--- config.mk ---
export PLATFORM = sky130hd
export DESIGN_NAME = stable_priority_queue
export DESIGN_NICKNAME = d
export VERILOG_FILES = /design/src/hdl/spq_pkg.sv /design/src/hdl/spq_cell.sv /design/src/hdl/stable_priority_queue.sv
export SDC_FILE = /design/constraint.sdc
export NUM_CORES = 1
export LEC_CHECK = 0
export BUFFER_PORTS_ARGS = -buffer_cell sky130_fd_sc_hd__buf_2
export CAP_MARGIN = 5
export CORE_ASPECT_RATIO = 0.7
export CORE_MARGIN = 5
export CORE_UTILIZATION = 53
export CTS_CLUSTER_DIAMETER = 120
export DETAILED_ROUTE_END_ITERATION = 12
export GPL_TIMING_DRIVEN = 0
export HOLD_SLACK_MARGIN = 0.15
export PLACE_DENSITY = 0.71
export SLEW_MARGIN = 20
export SYNTH_ARGS = -nofsm -noshare
export SYNTH_HDL_FRONTEND = slang
export SYNTH_SLANG_ARGS = --single-unit
--- constraint.sdc ---
create_clock -name i_clk -period 5.2 [get_ports i_clk]
set_input_delay 0.26 -clock i_clk [delete_from_list [all_inputs] [get_ports i_clk]]
set_output_delay 0.26 -clock i_clk [all_outputs]
set_load 0.05 [all_outputs]
--- src/hdl/spq_pkg.sv ---
package spq_pkg;

    localparam int IdW  = 16;
    localparam int PriW = 8;

    localparam logic [1:0] KIND_INSERT = 2'd0;
    localparam logic [1:0] KIND_POP    = 2'd1;
    localparam logic [1:0] KIND_SEARCH = 2'd2;
    localparam logic [1:0] KIND_LIST   = 2'd3;

    localparam logic [2:0] ST_INSERTED  = 3'd0;
    localparam logic [2:0] ST_POPPED    = 3'd1;
    localparam logic [2:0] ST_FOUND     = 3'd2;
    localparam logic [2:0] ST_NOT_FOUND = 3'd3;
    localparam logic [2:0] ST_EMPTY     = 3'd4;
    localparam logic [2:0] ST_FULL      = 3'd5;
    localparam logic [2:0] ST_LIST      = 3'd6;

    typedef struct packed {
        logic [1:0]      kind;
        logic [IdW-1:0]  patient_id;
        logic [PriW-1:0] priority_req;
    } t_in;

    typedef struct packed {
        logic [2:0]      status;
        logic [IdW-1:0]  out_id;
        logic [PriW-1:0] out_priority;
        logic            last;
    } t_out;

    typedef struct packed {
        logic            valid;
        logic [IdW-1:0]  id;
        logic [PriW-1:0] pri;
    } t_entry;

    typedef enum logic [1:0] {
        OP_HOLD,
        OP_INSERT,
        OP_ADVANCE
    } t_op;

endpackage

--- src/hdl/spq_cell.sv ---
module spq_cell (
    input  logic            i_clk,
    input  logic            i_rst_n,
    input  spq_pkg::t_op    i_op,
    input  spq_pkg::t_entry i_new,
    input  spq_pkg::t_entry i_left,
    input  logic            i_left_shift,
    input  spq_pkg::t_entry i_right,
    output spq_pkg::t_entry o_entry,
    output logic            o_shift
);
    import spq_pkg::*;

    t_entry r_entry;
    t_entry n_entry;

    // entry moves toward the tail when the new item outranks it
    assign o_shift = r_entry.valid && (r_entry.pri < i_new.pri);
    assign o_entry = r_entry;

    always_comb begin
        n_entry = r_entry;
        case (i_op)
            OP_INSERT: begin
                if (i_left_shift) begin
                    n_entry = i_left;
                end else if (o_shift || (!r_entry.valid && i_left.valid)) begin
                    n_entry = i_new;
                end
            end
            OP_ADVANCE: begin
                n_entry = i_right;
            end
            default: begin
                n_entry = r_entry;
            end
        endcase
    end

    always_ff @(posedge i_clk) begin
        if (!i_rst_n) begin
            r_entry.valid <= 1'b0;
        end else begin
            r_entry.valid <= n_entry.valid;
        end
        r_entry.id  <= n_entry.id;
        r_entry.pri <= n_entry.pri;
    end

endmodule

--- src/hdl/stable_priority_queue.sv ---
// Insert and pop: an accepted beat's result is registered into the output register;
// one item per cycle while the output is taken. An empty-queue list answers like a pop.
// Search and non-empty list: the cell chain rotates once through all DEPTH cells, so no
// new beat is taken until the rotation ends (the rotation pauses while the output stalls);
// list emits one beat per cycle while the output is taken, head first.
// Reset (synchronous, active low) empties the queue and the output register.
module stable_priority_queue #(
    parameter int DEPTH = 16
) (
    input  logic          i_clk,
    input  logic          i_rst_n,
    input  logic          i_in_valid,
    output logic          o_in_ready,
    input  spq_pkg::t_in  i_in_data,
    output logic          o_out_valid,
    input  logic          i_out_ready,
    output spq_pkg::t_out o_out_data
);
    import spq_pkg::*;

    localparam int CW = $clog2(DEPTH + 1);
    localparam int SW = $clog2(DEPTH);

    typedef enum logic {
        S_IDLE,
        S_ROT
    } t_state;

    t_state         r_state,  n_state;
    logic [SW-1:0]  r_step,   n_step;
    logic [IdW-1:0] r_key,    n_key;
    logic           r_is_list, n_is_list;
    logic           r_found,  n_found;
    logic [CW-1:0]  r_count,  n_count;
    logic           r_ovalid, n_ovalid;
    t_out           r_odata,  n_odata;

    t_op    w_op;
    t_entry w_new;
    t_entry w_tail;
    t_entry w_head;
    t_entry w_entry [DEPTH];
    logic   w_shift [DEPTH];
    logic   w_out_free;
    logic   w_accept;
    logic   w_match;
    logic   w_last_step;

    assign w_new      = '{valid: 1'b1, id: i_in_data.patient_id, pri: i_in_data.priority_req};
    assign w_head     = w_entry[0];
    assign w_tail     = (r_state == S_ROT) ? w_head : '0;
    assign w_out_free = !r_ovalid || i_out_ready;
    assign o_in_ready = (r_state == S_IDLE) && w_out_free;
    assign w_accept   = i_in_valid && o_in_ready;
    assign w_match    = w_head.valid && (w_head.id == r_key);
    assign w_last_step = (r_step == SW'(DEPTH - 1));

    for (genvar g = 0; g < DEPTH; g++) begin : g_cell
        t_entry w_left;
        t_entry w_right;
        logic   w_left_shift;
        if (g == 0) begin : g_first
            assign w_left       = '{valid: 1'b1, id: '0, pri: '0};
            assign w_left_shift = 1'b0;
        end else begin : g_mid
            assign w_left       = w_entry[g-1];
            assign w_left_shift = w_shift[g-1];
        end
        if (g == DEPTH - 1) begin : g_last
            assign w_right = w_tail;
        end else begin : g_inner
            assign w_right = w_entry[g+1];
        end
        spq_cell u_cell (
            .i_clk        (i_clk),
            .i_rst_n      (i_rst_n),
            .i_op         (w_op),
            .i_new        (w_new),
            .i_left       (w_left),
            .i_left_shift (w_left_shift),
            .i_right      (w_right),
            .o_entry      (w_entry[g]),
            .o_shift      (w_shift[g])
        );
    end

    always_comb begin
        n_state   = r_state;
        n_step    = r_step;
        n_key     = r_key;
        n_is_list = r_is_list;
        n_found   = r_found;
        n_count   = r_count;
        n_ovalid  = r_ovalid && !i_out_ready;
        n_odata   = r_odata;
        w_op      = OP_HOLD;

        case (r_state)
            S_IDLE: begin
                if (w_accept) begin
                    n_ovalid = 1'b1;
                    n_odata  = '{status: ST_EMPTY, out_id: '0, out_priority: '0, last: 1'b1};
                    case (i_in_data.kind)
                        KIND_INSERT: begin
                            n_odata.out_id       = i_in_data.patient_id;
                            n_odata.out_priority = i_in_data.priority_req;
                            if (r_count == CW'(DEPTH)) begin
                                n_odata.status = ST_FULL;
                            end else begin
                                n_odata.status = ST_INSERTED;
                                w_op           = OP_INSERT;
                                n_count        = r_count + 1'b1;
                            end
                        end
                        KIND_POP: begin
                            if (r_count != '0) begin
                                n_odata.status       = ST_POPPED;
                                n_odata.out_id       = w_head.id;
                                n_odata.out_priority = w_head.pri;
                                w_op                 = OP_ADVANCE;
                                n_count              = r_count - 1'b1;
                            end
                        end
                        KIND_SEARCH: begin
                            n_ovalid  = r_ovalid && !i_out_ready;
                            n_odata   = r_odata;
                            n_key     = i_in_data.patient_id;
                            n_found   = 1'b0;
                            n_is_list = 1'b0;
                            n_step    = '0;
                            n_state   = S_ROT;
                        end
                        KIND_LIST: begin
                            if (r_count != '0) begin
                                n_ovalid  = r_ovalid && !i_out_ready;
                                n_odata   = r_odata;
                                n_is_list = 1'b1;
                                n_step    = '0;
                                n_state   = S_ROT;
                            end
                        end
                        default: begin
                            n_ovalid = r_ovalid && !i_out_ready;
                        end
                    endcase
                end
            end
            S_ROT: begin
                if (w_out_free) begin
                    w_op   = OP_ADVANCE;
                    n_step = r_step + 1'b1;
                    if (w_last_step) begin
                        n_state = S_IDLE;
                    end
                    if (r_is_list) begin
                        if (w_head.valid) begin
                            n_ovalid = 1'b1;
                            n_odata  = '{status: ST_LIST, out_id: w_head.id,
                                         out_priority: w_head.pri,
                                         last: (CW'(r_step) + 1'b1 == r_count)};
                        end
                    end else if (!r_found) begin
                        if (w_match) begin
                            n_ovalid = 1'b1;
                            n_found  = 1'b1;
                            n_odata  = '{status: ST_FOUND, out_id: w_head.id,
                                         out_priority: w_head.pri, last: 1'b1};
                        end else if (w_last_step) begin
                            n_ovalid = 1'b1;
                            n_odata  = '{status: ST_NOT_FOUND, out_id: r_key,
                                         out_priority: '0, last: 1'b1};
                        end
                    end
                end
            end
            default: begin
                n_state = S_IDLE;
            end
        endcase
    end

    always_ff @(posedge i_clk) begin
        if (!i_rst_n) begin
            r_state  <= S_IDLE;
            r_count  <= '0;
            r_ovalid <= 1'b0;
        end else begin
            r_state  <= n_state;
            r_count  <= n_count;
            r_ovalid <= n_ovalid;
        end
        r_step    <= n_step;
        r_key     <= n_key;
        r_is_list <= n_is_list;
        r_found   <= n_found;
        r_odata   <= n_odata;
    end

    assign o_out_valid = r_ovalid;
    assign o_out_data  = r_odata;

endmodule
==> out/results.ini <==
[floorplan]
io_pins=60
core_area_um2=48100
fp.dieW_um=274
num_rows=67
initial_core_util_pct=53.9
dieHeight_um=195
die-area_um2=53500

[place]
io_buffers=52
finalWeightedCongestion=0.965
place_area_um2=27300
dpl.hpwl_um=62000
placed_cells=3067
place_ws_ns=-0.00417

[timing]
whs_ns=0.195
rsz0062_at_grt=false
skew_ns=0.0238
finalSetupViolations=0
clock.fmax_mhz=199
fin_tns_setup_ns=0
post-route-period-util_pct=96.4
max_slew_margin_pct=28.1
slew_violations=0
hold_viol=0
tightest_slew_ns=1.08
worst_slack_ns=0.186
min_period_ns=5.01

[final_layout]
fin_nets=2630
mostFrequentLayoutCells=434 x edfxtp_1, 376 x nand2_1, 347 x mux2i_1
finish.instance_area_um2=29100
area_growth_syn_to_layout_pct=12.0
final_layout_size_suffix_gt1_share_pct=9.77
fin_cells=3175
final_common_cell=edfxtp_1
fin_util_pct=60.4

[flow_run]
maxCapViolCount=0

[routing]
wl_um=80400
drc=0
firstDrtPassIters=6
routed-via-count=20400
routedWlPerCell_um=25.3
postRouteAntennaNets=0
drtIter0Drc=2714
viasPerCell=6.43

[yosys]
synth_ff_type=edfxtp_1
yosysWarningCount=0
yosysTopAreaCell=edfxtp_1
syn_area_um2=25900
synth.yosys.seq_area_share_pct=52.0
syn_avg_cell_area_um2=11.0
synthDistinctLibCells=67
syn_nets=2502
synth_edf_count=434
synthArstFlopShare_pct=0
synth-seq-cells=457
synth_top_area_share_pct=50.2
synthTopCellsByArea=edfxtp_1 50%, mux2i_1 13%, o21ai_0 6.7%
syn_inst=2353

[power_and_ir_drop]
cell_internal_pwr_mw=7.40
p_seq_share_pct=46.1
leakage_nw=9.77
switching_power_mw=3.22
clkPwrFrac_pct=33.1
peakVddDrop_uv=251
p_total_mw=10.6
netSwitchingFraction_pct=30.3
pwr-share-comb_pct=20.8
powerDensity_nw_per_um2=366

[worst_setup_path]
crit_path_end_kind=flop
max_stage_delay_ns=0.86
worstSetupPathType=flop to flop
path_cells=or4_4 > o21a_1 > buf_6 > or2_1 > buf_4 > a21boi_1 > inv_1 > ha_1 > clkbuf_1 > clkinv_1 > o41ai_2 > clkinvlp_4
setup.worst_path.start_class=flop
critical_path.top_delay_family=buffers and inverters
critPathMaxFanout=12
slowest_stage=o41ai_2
path_buf_inv=6
crit_required_ns=5.37
cp.arrival_ns=5.18

[status]
outcome=finished, final reports clean

[global_routing]
grt-ovfl-total=0
busiest_layer=met1
antenna_found_initial=2
grt_pass1_wl_um=121000
grt_max_degree=26
grt.met2_usage_pct=40.2
met1_usage_pct=45.6
grt_pass1_vias=20300
met3_usage_pct=7.30
track_usage_pct=29.1

[worst_hold_path]
holdCritPathClass=input pin to flop

[clock_tree]
clock_tree.buffer_depth=3
cts.sinks=457
clk_pin_slew_worst_paths_ns=0.06
cts_tree=yes
cts-root-buf=clkbuf_16
cts_max_level=2
insertion_delay_ns=0.58
cts_made_buffers=46

[what timing repair did]
item,in CTS,in global routing
setup endpoints to repair,0,64
resized for setup,0,8
setup buffers,0,0
hold endpoints to repair,21,0
hold buffers,20,0
[state kept, by name, summed over array words and instances (netlist names)]
| register | cells |
|---|---|
| g_cell.u_cell.o_entry | 400 |
| o_out_data | 28 |
| o_out_valid | 1 |
| r_count | 5 |
| r_found | 1 |
| r_is_list | 1 |
| r_key | 16 |
| r_state | 1 |
| r_step | 4 |
[synth_stat cells, types with 5 or more instances]
cell type and count:
o21ai_1 52, nand2_1 376, nor3_1 11, nand3_1 9
inv_1 32, xnor2_1 9, ha_1 118, mux2_2 17
a21oi_1 70, buf_6 13, o21ai_0 345, o31ai_1 5
edfxtp_1 434, a211o_1 5, o21a_1 7, a2bb2oi_1 23
mux2i_1 347, clkbuf_1 131, o2bb2ai_1 8, o211ai_1 15
xor2_1 18, a211oi_1 30, buf_4 16, nor2_1 61
buf_2 29, a22oi_1 24, and2_1 7, dfxtp_1 23
nand2b_1 46
[power by group through the flow]
stage	logic [mW]	registers, mW	clock network [mW]
2_1_floorplan	1.37	4.96	0
3_3_place_gp	1.99	4.97	0
3_5_place_dp	2.12	4.97	0
4_1_cts	2.15	4.89	3.53
5_1_grt	2.38	4.93	3.70
6_report	2.21	4.90	3.51
[final cells by class]
class | instances | area, µm²
Sequential cell | 457 | 13500
Inverter | 34 | 131
Clock buffer | 68 | 1330
Timing Repair Buffer | 79 | 609
Tap cell | 655 | 820
Fill cell | 4010 | 19100
Timing Repair inverter | 1 | 7.51
Buffer | 192 | 940
Antenna cell | 1 | 2.50
Clock inverter | 18 | 239
Multi-Input combinational cell | 1670 | 11500
[kinds of logic after synthesis]
| group | share of synthesized area (%) |
|---|---|
| compound gates | 14.4 |
| xor+xnor | 0.912 |
| fa+ha+maj | 5.77 |
| buf+inv | 4.10 |
| flops | 52.0 |
| mux | 14.1 |
| simple gates | 8.66 |
[layer usage]
metal / vias up / share of wire (%)
met4: 4 / 2.6
li1: 8975 / -
met2: 1258 / 40
met3: 139 / 12
met5: - / 0.029
met1: 10000 / 45
[worst min-delay path, delay by kind of cell]
kind                   cells  cell delay (ns)
AO/OA/AOI/OAI              1             0.06
buffers and inverters      1             0.07
AND/OR/NAND/NOR            2             0.32
[worst paths after layout]
check / start / end / slack (ns) / depth (start not counted)
min reg2reg: g_cell[8].u_cell.o_entry[24]$_SDFFE_PN0P_ / g_cell[8].u_cell.o_entry[24]$_SDFFE_PN0P_ / 0.51 / 2
max reg2reg: r_count[0]$_SDFFE_PN0P_ / g_cell[9].u_cell.o_entry[18]$_DFFE_PP_ / 0.19 / 12
max: r_count[0]$_SDFFE_PN0P_ / g_cell[9].u_cell.o_entry[18]$_DFFE_PP_ / 0.19 / 12
min: i_out_ready / o_out_valid$_SDFF_PN0_ / 0.20 / 4
No activity file was read; power rests on OpenSTA's default activity.
